### config.mk
export PLATFORM = sky130hd
export DESIGN_NAME = edit_distance_engine_unit
export DESIGN_NICKNAME = d
export VERILOG_FILES = /design/src/hdl/ede_pkg.sv /design/src/hdl/ede_cell.sv /design/src/hdl/edit_distance_engine_unit.sv
export VERILOG_INCLUDE_DIRS = /design/src /design/src/hdl
export SDC_FILE = /design/constraint.sdc
export NUM_CORES = 2
export LEC_CHECK = 0
export ABC_CLOCK_PERIOD_IN_PS = 13810
export BUFFER_PORTS_ARGS = -buffer_cell sky130_fd_sc_hd__clkbuf_2
export CORE_MARGIN = 5
export CORE_UTILIZATION = 35
export DETAILED_ROUTE_END_ITERATION = 12
export PLACE_DENSITY = 0.48
export SLEW_MARGIN = 20
export SYNTH_ARGS = -nofsm -noshare
export SYNTH_HDL_FRONTEND = slang
export SYNTH_HIERARCHICAL = 1
export SYNTH_SLANG_ARGS = --single-unit
### constraint.sdc
create_clock -name clk -period 13.81 [get_ports clk]
set_input_delay 2.0715 -clock clk [delete_from_list [all_inputs] [get_ports clk]]
set_output_delay 2.0715 -clock clk [all_outputs]
set_load 0.005 [all_outputs]
### src/hdl/assert_macros.svh
`ifndef ASSERT_MACROS_SVH
`define ASSERT_MACROS_SVH

// same-cycle implication, checked on every rising edge outside reset
`define ASSERT_IMPL(label, clk, rst_n, ante, cons, msg) \
	label: assert property (@(posedge clk) disable iff (!(rst_n)) (ante) |-> (cons)) \
		else $error(msg);

// next-cycle implication
`define ASSERT_NEXT(label, clk, rst_n, ante, cons, msg) \
	label: assert property (@(posedge clk) disable iff (!(rst_n)) (ante) |=> (cons)) \
		else $error(msg);

`endif

### src/hdl/ede_pkg.sv
package ede_pkg;

	localparam int MAX_LEN_DEF = 64;
	localparam int DIST_W      = 7;
	localparam int DIST_MAX    = 127;

	typedef enum logic [1:0] {
		OP_REF = 2'd0,
		OP_QRY = 2'd1,
		OP_FIN = 2'd2
	} op_t;

	typedef enum logic [0:0] {
		ST_IDLE  = 1'b0,
		ST_DRAIN = 1'b1
	} state_t;

	typedef struct packed {
		logic [1:0] op;
		logic [7:0] ch;
	} ede_in_t;

	typedef struct packed {
		logic [DIST_W-1:0] distance;
		logic              overflow;
	} ede_out_t;

	// query byte traveling down the cell chain
	typedef struct packed {
		logic       valid;
		logic [7:0] qbyte;
	} qlink_t;

endpackage

### src/hdl/ede_cell.sv
module ede_cell #(
	parameter int CW  = 7,
	parameter int IDX = 0
) (
	input  logic           clk,
	input  logic           arst_n,
	input  logic           clear,
	input  logic           ref_we,
	input  logic [7:0]     ref_byte,
	input  ede_pkg::qlink_t left_link,
	input  logic [CW-1:0]  left_cost,
	input  logic [CW-1:0]  left_corner,
	output ede_pkg::qlink_t right_link,
	output logic [CW-1:0]  cost,
	output logic [CW-1:0]  corner
);
	import ede_pkg::*;

	localparam logic [CW-1:0] INIT = CW'(IDX + 1);

	logic [7:0]    ref_q;
	logic [CW-1:0] cost_q;
	logic [CW-1:0] old_q;
	logic          valid_q;
	logic [7:0]    qbyte_q;
	logic [CW-1:0] m1;
	logic [CW-1:0] m2;
	logic [CW-1:0] next_cost;

	always_comb begin
		m1 = (left_cost < cost_q) ? left_cost : cost_q;
		m2 = (m1 < left_corner) ? m1 : left_corner;
		if (ref_q == left_link.qbyte) begin
			next_cost = left_corner;
		end else begin
			next_cost = m2 + 1'b1;
		end
	end

	always_ff @(posedge clk or negedge arst_n) begin
		if (!arst_n) begin
			cost_q  <= INIT;
			valid_q <= 1'b0;
		end else begin
			valid_q <= left_link.valid;
			if (clear) begin
				cost_q <= INIT;
			end else if (left_link.valid) begin
				cost_q <= next_cost;
			end
		end
	end

	always_ff @(posedge clk) begin
		if (ref_we) begin
			ref_q <= ref_byte;
		end
		qbyte_q <= left_link.qbyte;
		old_q   <= cost_q;
	end

	assign right_link.valid = valid_q;
	assign right_link.qbyte = qbyte_q;
	assign cost             = cost_q;
	assign corner           = old_q;

endmodule

### src/hdl/edit_distance_engine_unit.sv
// channel  | handshake          | payload            | notes
// ---------+--------------------+--------------------+------------------------------
// item     | start && !busy     | ede_in_t  item     | op/ch
// result   | done (1 cycle)     | ede_out_t result   | one per finish transaction
//
// Load and query bytes are taken whenever busy is low; query bytes may follow back to back,
// each one rippling down the cell row as a wavefront, one cell per cycle.
// A finish holds busy until the wavefront leaves the row, then done pulses the cycle after.
// Reset clears lengths and overflow flag and sets every cell's cost to its initial value; no clearing pass.
// The receiver cannot stall: result is valid only while done is high.
`include "assert_macros.svh"

module edit_distance_engine_unit #(
	parameter int MAX_LEN = ede_pkg::MAX_LEN_DEF
) (
	input  logic              clk,
	input  logic              arst_n,
	input  logic              start,
	input  ede_pkg::ede_in_t  item,
	output logic              busy,
	output logic              done,
	output ede_pkg::ede_out_t result
);
	import ede_pkg::*;

	localparam int CW = $clog2(MAX_LEN + 1);
	localparam int IW = $clog2(MAX_LEN);
	localparam int DW = (CW > DIST_W) ? CW : DIST_W;

	state_t        state_q, state_d;
	logic [CW-1:0] rlen_q;
	logic [CW-1:0] qlen_q;
	logic          ovf_q;
	logic          done_q;
	ede_out_t      result_q;

	logic          accept;
	logic          is_ref;
	logic          is_qry;
	logic          is_fin;
	logic          ref_ok;
	logic          q_go;
	logic          clear;
	logic          chain_active;
	logic [CW-1:0] last_idx;
	logic [CW-1:0] dist_sel;
	logic [DW-1:0] dist_ext;

	qlink_t        lnk   [MAX_LEN+1];
	logic [CW-1:0] costs [MAX_LEN];
	logic [CW-1:0] olds  [MAX_LEN];
	logic [CW-1:0] head_cost;
	logic [MAX_LEN-1:0] vld;
	logic [MAX_LEN-1:0] ref_we;

	assign busy   = (state_q == ST_DRAIN);
	assign accept = start && !busy;
	assign is_ref = accept && (item.op == OP_REF);
	assign is_qry = accept && (item.op == OP_QRY);
	assign is_fin = accept && (item.op == OP_FIN);
	// reference bytes after the first query byte are dropped silently
	assign ref_ok = is_ref && (qlen_q == '0);
	assign q_go   = is_qry && (qlen_q < CW'(MAX_LEN));

	assign lnk[0].valid = q_go;
	assign lnk[0].qbyte = item.ch;
	assign head_cost    = qlen_q + 1'b1;

	genvar j;
	generate
		for (j = 0; j < MAX_LEN; j++) begin : g_cell
			assign ref_we[j] = ref_ok && (rlen_q == CW'(j));
			assign vld[j]    = lnk[j+1].valid;
			if (j == 0) begin : g_head
				ede_cell #(.CW(CW), .IDX(j)) u_cell (
					.clk        (clk),
					.arst_n     (arst_n),
					.clear      (clear),
					.ref_we     (ref_we[j]),
					.ref_byte   (item.ch),
					.left_link  (lnk[j]),
					.left_cost  (head_cost),
					.left_corner(qlen_q),
					.right_link (lnk[j+1]),
					.cost       (costs[j]),
					.corner     (olds[j])
				);
			end else begin : g_body
				ede_cell #(.CW(CW), .IDX(j)) u_cell (
					.clk        (clk),
					.arst_n     (arst_n),
					.clear      (clear),
					.ref_we     (ref_we[j]),
					.ref_byte   (item.ch),
					.left_link  (lnk[j]),
					.left_cost  (costs[j-1]),
					.left_corner(olds[j-1]),
					.right_link (lnk[j+1]),
					.cost       (costs[j]),
					.corner     (olds[j])
				);
			end
		end
	endgenerate

	assign chain_active = |vld;
	assign last_idx     = rlen_q - 1'b1;
	assign dist_sel     = (rlen_q == '0) ? qlen_q : costs[last_idx[IW-1:0]];
	assign dist_ext     = DW'(dist_sel);

	always_comb begin
		state_d = state_q;
		clear   = 1'b0;
		unique case (state_q)
			ST_IDLE: begin
				if (is_fin) begin
					state_d = ST_DRAIN;
				end
			end
			ST_DRAIN: begin
				if (!chain_active) begin
					clear   = 1'b1;
					state_d = ST_IDLE;
				end
			end
			default: state_d = ST_IDLE;
		endcase
	end

	always_ff @(posedge clk or negedge arst_n) begin
		if (!arst_n) begin
			state_q <= ST_IDLE;
			rlen_q  <= '0;
			qlen_q  <= '0;
			ovf_q   <= 1'b0;
			done_q  <= 1'b0;
		end else begin
			state_q <= state_d;
			done_q  <= clear;
			if (clear) begin
				rlen_q <= '0;
				qlen_q <= '0;
				ovf_q  <= 1'b0;
			end else begin
				if (ref_ok) begin
					if (rlen_q < CW'(MAX_LEN)) begin
						rlen_q <= rlen_q + 1'b1;
					end else begin
						ovf_q <= 1'b1;
					end
				end
				if (is_qry) begin
					if (q_go) begin
						qlen_q <= qlen_q + 1'b1;
					end else begin
						ovf_q <= 1'b1;
					end
				end
			end
		end
	end

	always_ff @(posedge clk) begin
		if (clear) begin
			result_q.distance <= (dist_ext > DW'(DIST_MAX)) ? DIST_W'(DIST_MAX)
				: dist_ext[DIST_W-1:0];
			result_q.overflow <= ovf_q;
		end
	end

	assign done   = done_q;
	assign result = result_q;

	`ASSERT_NEXT(a_done_single, clk, arst_n, done_q, !done_q, "done held longer than one cycle")
	`ASSERT_IMPL(a_done_from_drain, clk, arst_n, done_q, $past(state_q == ST_DRAIN), "done without drain")
	`ASSERT_IMPL(a_done_cleared, clk, arst_n, done_q,
		(rlen_q == '0) && (qlen_q == '0) && !ovf_q, "strings not cleared after report")
	`ASSERT_IMPL(a_rlen_bound, clk, arst_n, 1'b1, rlen_q <= CW'(MAX_LEN), "reference length out of range")

endmodule
== After elaboration in Yosys (flattened, before gate mapping) ==
Index checks and enable logic that the tools add are counted.
Cells by class
  add/sub/neg operators: 67
  order comparisons: 132
  equal/unequal tests: 129
  muxes and demuxes: 340
  bitwise logic cells: 2
  reduce and logical (&&, ||, !) cells: 144
Operator list (count)
  $mux 7: 329
  $lt 7x7->1: 128
  $eq 8x8->1: 64
  $add 7x1->7 const B: 66
  $eq 7x6->1 const B: 32
  $reduce_bool 2->1: 67
  $eq 7x5->1 const B: 16
  $logic_and 1x1->1: 70
  $reduce_or 64->1: 1
  $eq 7x4->1 const B: 8
  $bmux 7 s6: 1
  $eq 7x3->1 const B: 4
  $eq 7x2->1 const B: 2
  $logic_not 7->1: 2
  $lt 7x7->1 const B: 2
  $mux 1: 9
  $eq 7x1->1 const B: 1
  $ge 7x7->1 const B: 1
  $gt 7x7->1 const B: 1
  $not 6->7: 1
  $sub 6x1->6 const B: 1
  $reduce_and 2->1: 2
  $eq 2x1->1 const B: 1
  $eq 2x2->1 const B: 1
  4 further kinds: 4
Word-level totals
  bits in registers: 1994
  bits of input ports: 13
  output and inout bits: 10
  logic and storage cells: 1139

== Longest topological paths before layout ==
  depth in word-level cells: 9
  gate-level depth with buffers: 26
  mapped depth without buffers: 25

== Worst setup path after synthesis ==
No wires, ideal clock.
  path kind: flip-flop to flip-flop
  start point: register g_cell[58].g_body.u_cell.valid_q
  end point: register g_cell[1].g_body.u_cell.cost_q[5]
  library setup time: 0.148 ns
  arrival: 5.745 ns
  required time: 13.662 ns
  path slack: 7.917 ns
  stages on the path, launching flop included: 12
  path buffers: 4
  period minus slack after synthesis: 5.893 ns
  cells stage by stage: dfrtp_1 buf_4 nor4_1 nand4_1 nor4_1 and2_1 clkbuf_1 buf_2 clkdlybuf4s50_2 nor2_1 o311ai_0 o221ai_1
On the way
  longest elaborated chain between the ends: 4
  elaborated cells on any way between the ends: 5
  classes of those cells: mux: 3; reduce/logical: 2
Ends and longest elaborated chain
  start: declaration: RTL line ede_cell.sv:24  | logic valid_q;
  start signal: assignment: RTL line ede_cell.sv:45  | valid_q <= left_link.valid;
  $reduce_or 64->1 *: RTL line edit_distance_engine_unit.sv:106  | assign chain_active = |vld;
  $mux 1 *: RTL line edit_distance_engine_unit.sv:121  | if (!chain_active) begin
  $mux 1 *: RTL line edit_distance_engine_unit.sv:114  | unique case (state_q)
  named net clear: RTL line edit_distance_engine_unit.sv:43  | logic clear;
  $mux 7 / $reduce_bool 2->1 (equally long branches)
  end signal: assignment: RTL line ede_cell.sv:49  | cost_q <= next_cost;
  end: declaration: RTL line ede_cell.sv:22  | logic [CW-1:0] cost_q;
Mark *: on every way through the listed nets, which the timed path passes. The rest lies on a longest branch.
A chain may end at the register's enable or synchronous reset.

== Final worst setup path ==
  start point: register g_cell[44].g_body.u_cell.cost_q[2]
  end point: register g_cell[44].g_body.u_cell.cost_q[6]
On the way
  longest elaborated chain between the ends: 8
Ends and longest elaborated chain
  start: declaration: RTL line ede_cell.sv:22
  start signal: assignment: RTL line ede_cell.sv:49
  $lt 7x7->1: RTL line ede_cell.sv:31  | m1 = (left_cost < cost_q) ? left_cost : cost_q;
  $mux 7 *: RTL line ede_cell.sv:31
  $lt 7x7->1: RTL line ede_cell.sv:32  | m2 = (m1 < left_corner) ? m1 : left_corner;
  $mux 7 *: RTL line ede_cell.sv:32
  $add 7x1->7 *: RTL line ede_cell.sv:36  | next_cost = m2 + 1'b1;
  $mux 7 *: RTL line ede_cell.sv:33  | if (ref_q == left_link.qbyte) begin
  $mux 7 *: RTL line ede_cell.sv:48  | end else if (left_link.valid) begin
  $mux 7 *: RTL line ede_cell.sv:46  | if (clear) begin
Mark *: on every way between the ends. The rest lies on a longest branch, timed or not. The select of a mux whose other input is x is not followed.

==> out/qor.yml <==
area_delta_synth_final_pct: 10.15
cts_buffer_depth: 4
setup_viol: 0
tns_ps: 0
synth_fp_nets: 13420
wirelength_mm: 389.7
hold_viol: 0
cp_cell_sequence: "inv_1 > ha_1 > a21o_1 > a31oi_1 > o221a_1 > mux2i_1 > inv_1 > ha_1 > a21oi_1 > o21ai_0 > nor3_1 > mux2i_1 > and2_1 > nor2_1 > a21oi_1 > ha_1 > nand3_1 > or3_1 > a21o_1 > a221oi_1 > a211oi_1"
place_hpwl_mm: 281.3
drtIter0Drc: 7324
cts_sinks: 1994
ant_nets: 0
crit_path_max_fanout: 19
cp-end-kind: "register"
core_area_sq_um: 343000
ctsResizeCount: 0
slew_violations: 0
postCtsSetupBuffers: 0
yosysWarnings: 6
pin_count: 23
grt_pass1_vias: 95090
start_util_pct: 35.12
grt-ovfl-total: 0
crit_path_top_delay_cell: "o221a_1"
grt_max_degree: 152
cap_violations: 0
cp_top_family: "compound AO/OA/AOI/OAI gates"
period_needed_ps: 5981
h-tree-depth: 4
period_share_pct: 43.31
cts_buffers: 234
wl_per_cell_um: 22.55
root_buffer: "clkbuf_16"
port_buffers: 22
worstPathRequired_ps: 14510
slowest_delay_ps: 700
syn_area_sq_um: 120500
die_x_um: 596.7
cpMostUsedCell: "ha_1"
postCtsHoldBufs: 0
antenna_found_initial: 15
grt_pass1_wl_mm: 592.3
synthCells: 12560
route.vias.total: 95900
relSlewSlack_pct: 21.98
fmax_mhz: 167.2
cts.clk_slew.worst_paths_ps: 60
rsz0062_at_grt: "no"
cp-start-kind: "register"
grtUsageTotal_pct: 21.09
status: "complete, no violations"
rows: 215
worstPathArrival_ps: 6680
syn-mean-instance-area_sq_um: 9.588
critPathBufInv: 2
final_common_cell: "nand2_1"
firstDrtPassIters: 8
dieHeight_um: 596.7
tightest_slew_ps: 1166
vias_per_cell: 5.549
die_area_sq_um: 356000
finalClockSkew_ps: 63.50
cts_tree: "done"
hold_class: "register to register"
critical_path_class: "register to register"
final_cell_mix: "1156 x nand2_1, 1041 x inv_1, 945 x dfxtp_1, 837 x ha_1, 806 x nor2_1"
place.gp.congestion: 0.8967
clock_latency_ps: 920
drive_above_1_share_pct: 11.62
drcViolationCount: 0
final_nets: 13360
-- routing by layer --
metal | wire length, um | vias to the layer above | track usage, %
li1 | - | 45530 | -
met1 | 176900 | 47090 | 28.74
met2 | 178000 | 2687 | 34.40
met3 | 20370 | 588 | 2.625
met4 | 14410 | 2 | 7.536
met5 | 17 | - | 0
-- area by class of cell --
class / count / area [sq um]
fill: 33820 / 210300
multi-input combinational: 9104 / 66160
sequential: 1994 / 48020
tap: 4557 / 5702
timing repair buffer: 120 / 900.9
clock inverter: 120 / 1348
clock buffer: 323 / 6576
antenna: 9 / 22.52
inverter: 1055 / 3960
-- final timing paths --
path                       slack [ps]  cells after the start                                          from                                            to
max in group asynchronous       10340                      4                                        arst_n  g_cell[19].g_body.u_cell/cost[6]$_DFFE_PN0P_
min in group asynchronous        1100                      1                                        arst_n  g_cell[39].g_body.u_cell/cost[4]$_DFFE_PN0P_
max                              7830                     21  g_cell[44].g_body.u_cell/cost[2]$_DFFE_PN1P_  g_cell[44].g_body.u_cell/cost[6]$_DFFE_PN0P_
min                               330                      0   g_cell[58].g_body.u_cell/qbyte_q[2]$_DFF_P_   g_cell[59].g_body.u_cell/qbyte_q[2]$_DFF_P_
max reg2reg                      7830                     21  g_cell[44].g_body.u_cell/cost[2]$_DFFE_PN1P_  g_cell[44].g_body.u_cell/cost[6]$_DFFE_PN0P_
min reg2reg                       330                      0   g_cell[58].g_body.u_cell/qbyte_q[2]$_DFF_P_   g_cell[59].g_body.u_cell/qbyte_q[2]$_DFF_P_
-- worst register-to-register path, stage by stage, from the launching register on --
cell,delay (ps)
dfstp_2,630
inv_1,100
ha_1,300
a21o_1,160
a31oi_1,150
o221a_1,700
mux2i_1,420
inv_1,120
ha_1,310
a21oi_1,60
o21ai_0,470
nor3_1,120
mux2i_1,260
and2_1,390
nor2_1,70
a21oi_1,140
ha_1,340
nand3_1,160
or3_1,360
a21o_1,200
a221oi_1,240
a211oi_1,110
-- metrics by stage --
step	util, %	hold slack [ps]	cells	instance area, sq um	worst slack (ps)
2_1_floorplan	-	348.9	12560	120500	7917
3_3_place_gp	36.34	352.5	16830	124600	7186
3_5_place_dp	36.36	354.4	16830	124700	7902
4_1_cts	38.67	320.6	17270	132600	7876
5_1_grt	38.68	334.2	17270	132700	7355
6_report	38.69	331.2	17280	132700	7829
-- state kept, by name, indices dropped and copies added (netlist names), 8 cells and up --
name and count:
g_cell.g_body.u_cell/ref_q 504, g_cell.g_body.u_cell/qbyte_q 496, g_cell.g_body.u_cell/cost 441, g_cell.g_body.u_cell/corner 434, g_cell.g_body.u_cell/valid_q 63, g_cell.g_head.u_cell/qbyte_q 8
g_cell.g_head.u_cell/ref_q 8, result 8
Power is not shown: default switching activity piles up to over one toggle a cycle in this logic, so the estimate is an artifact.
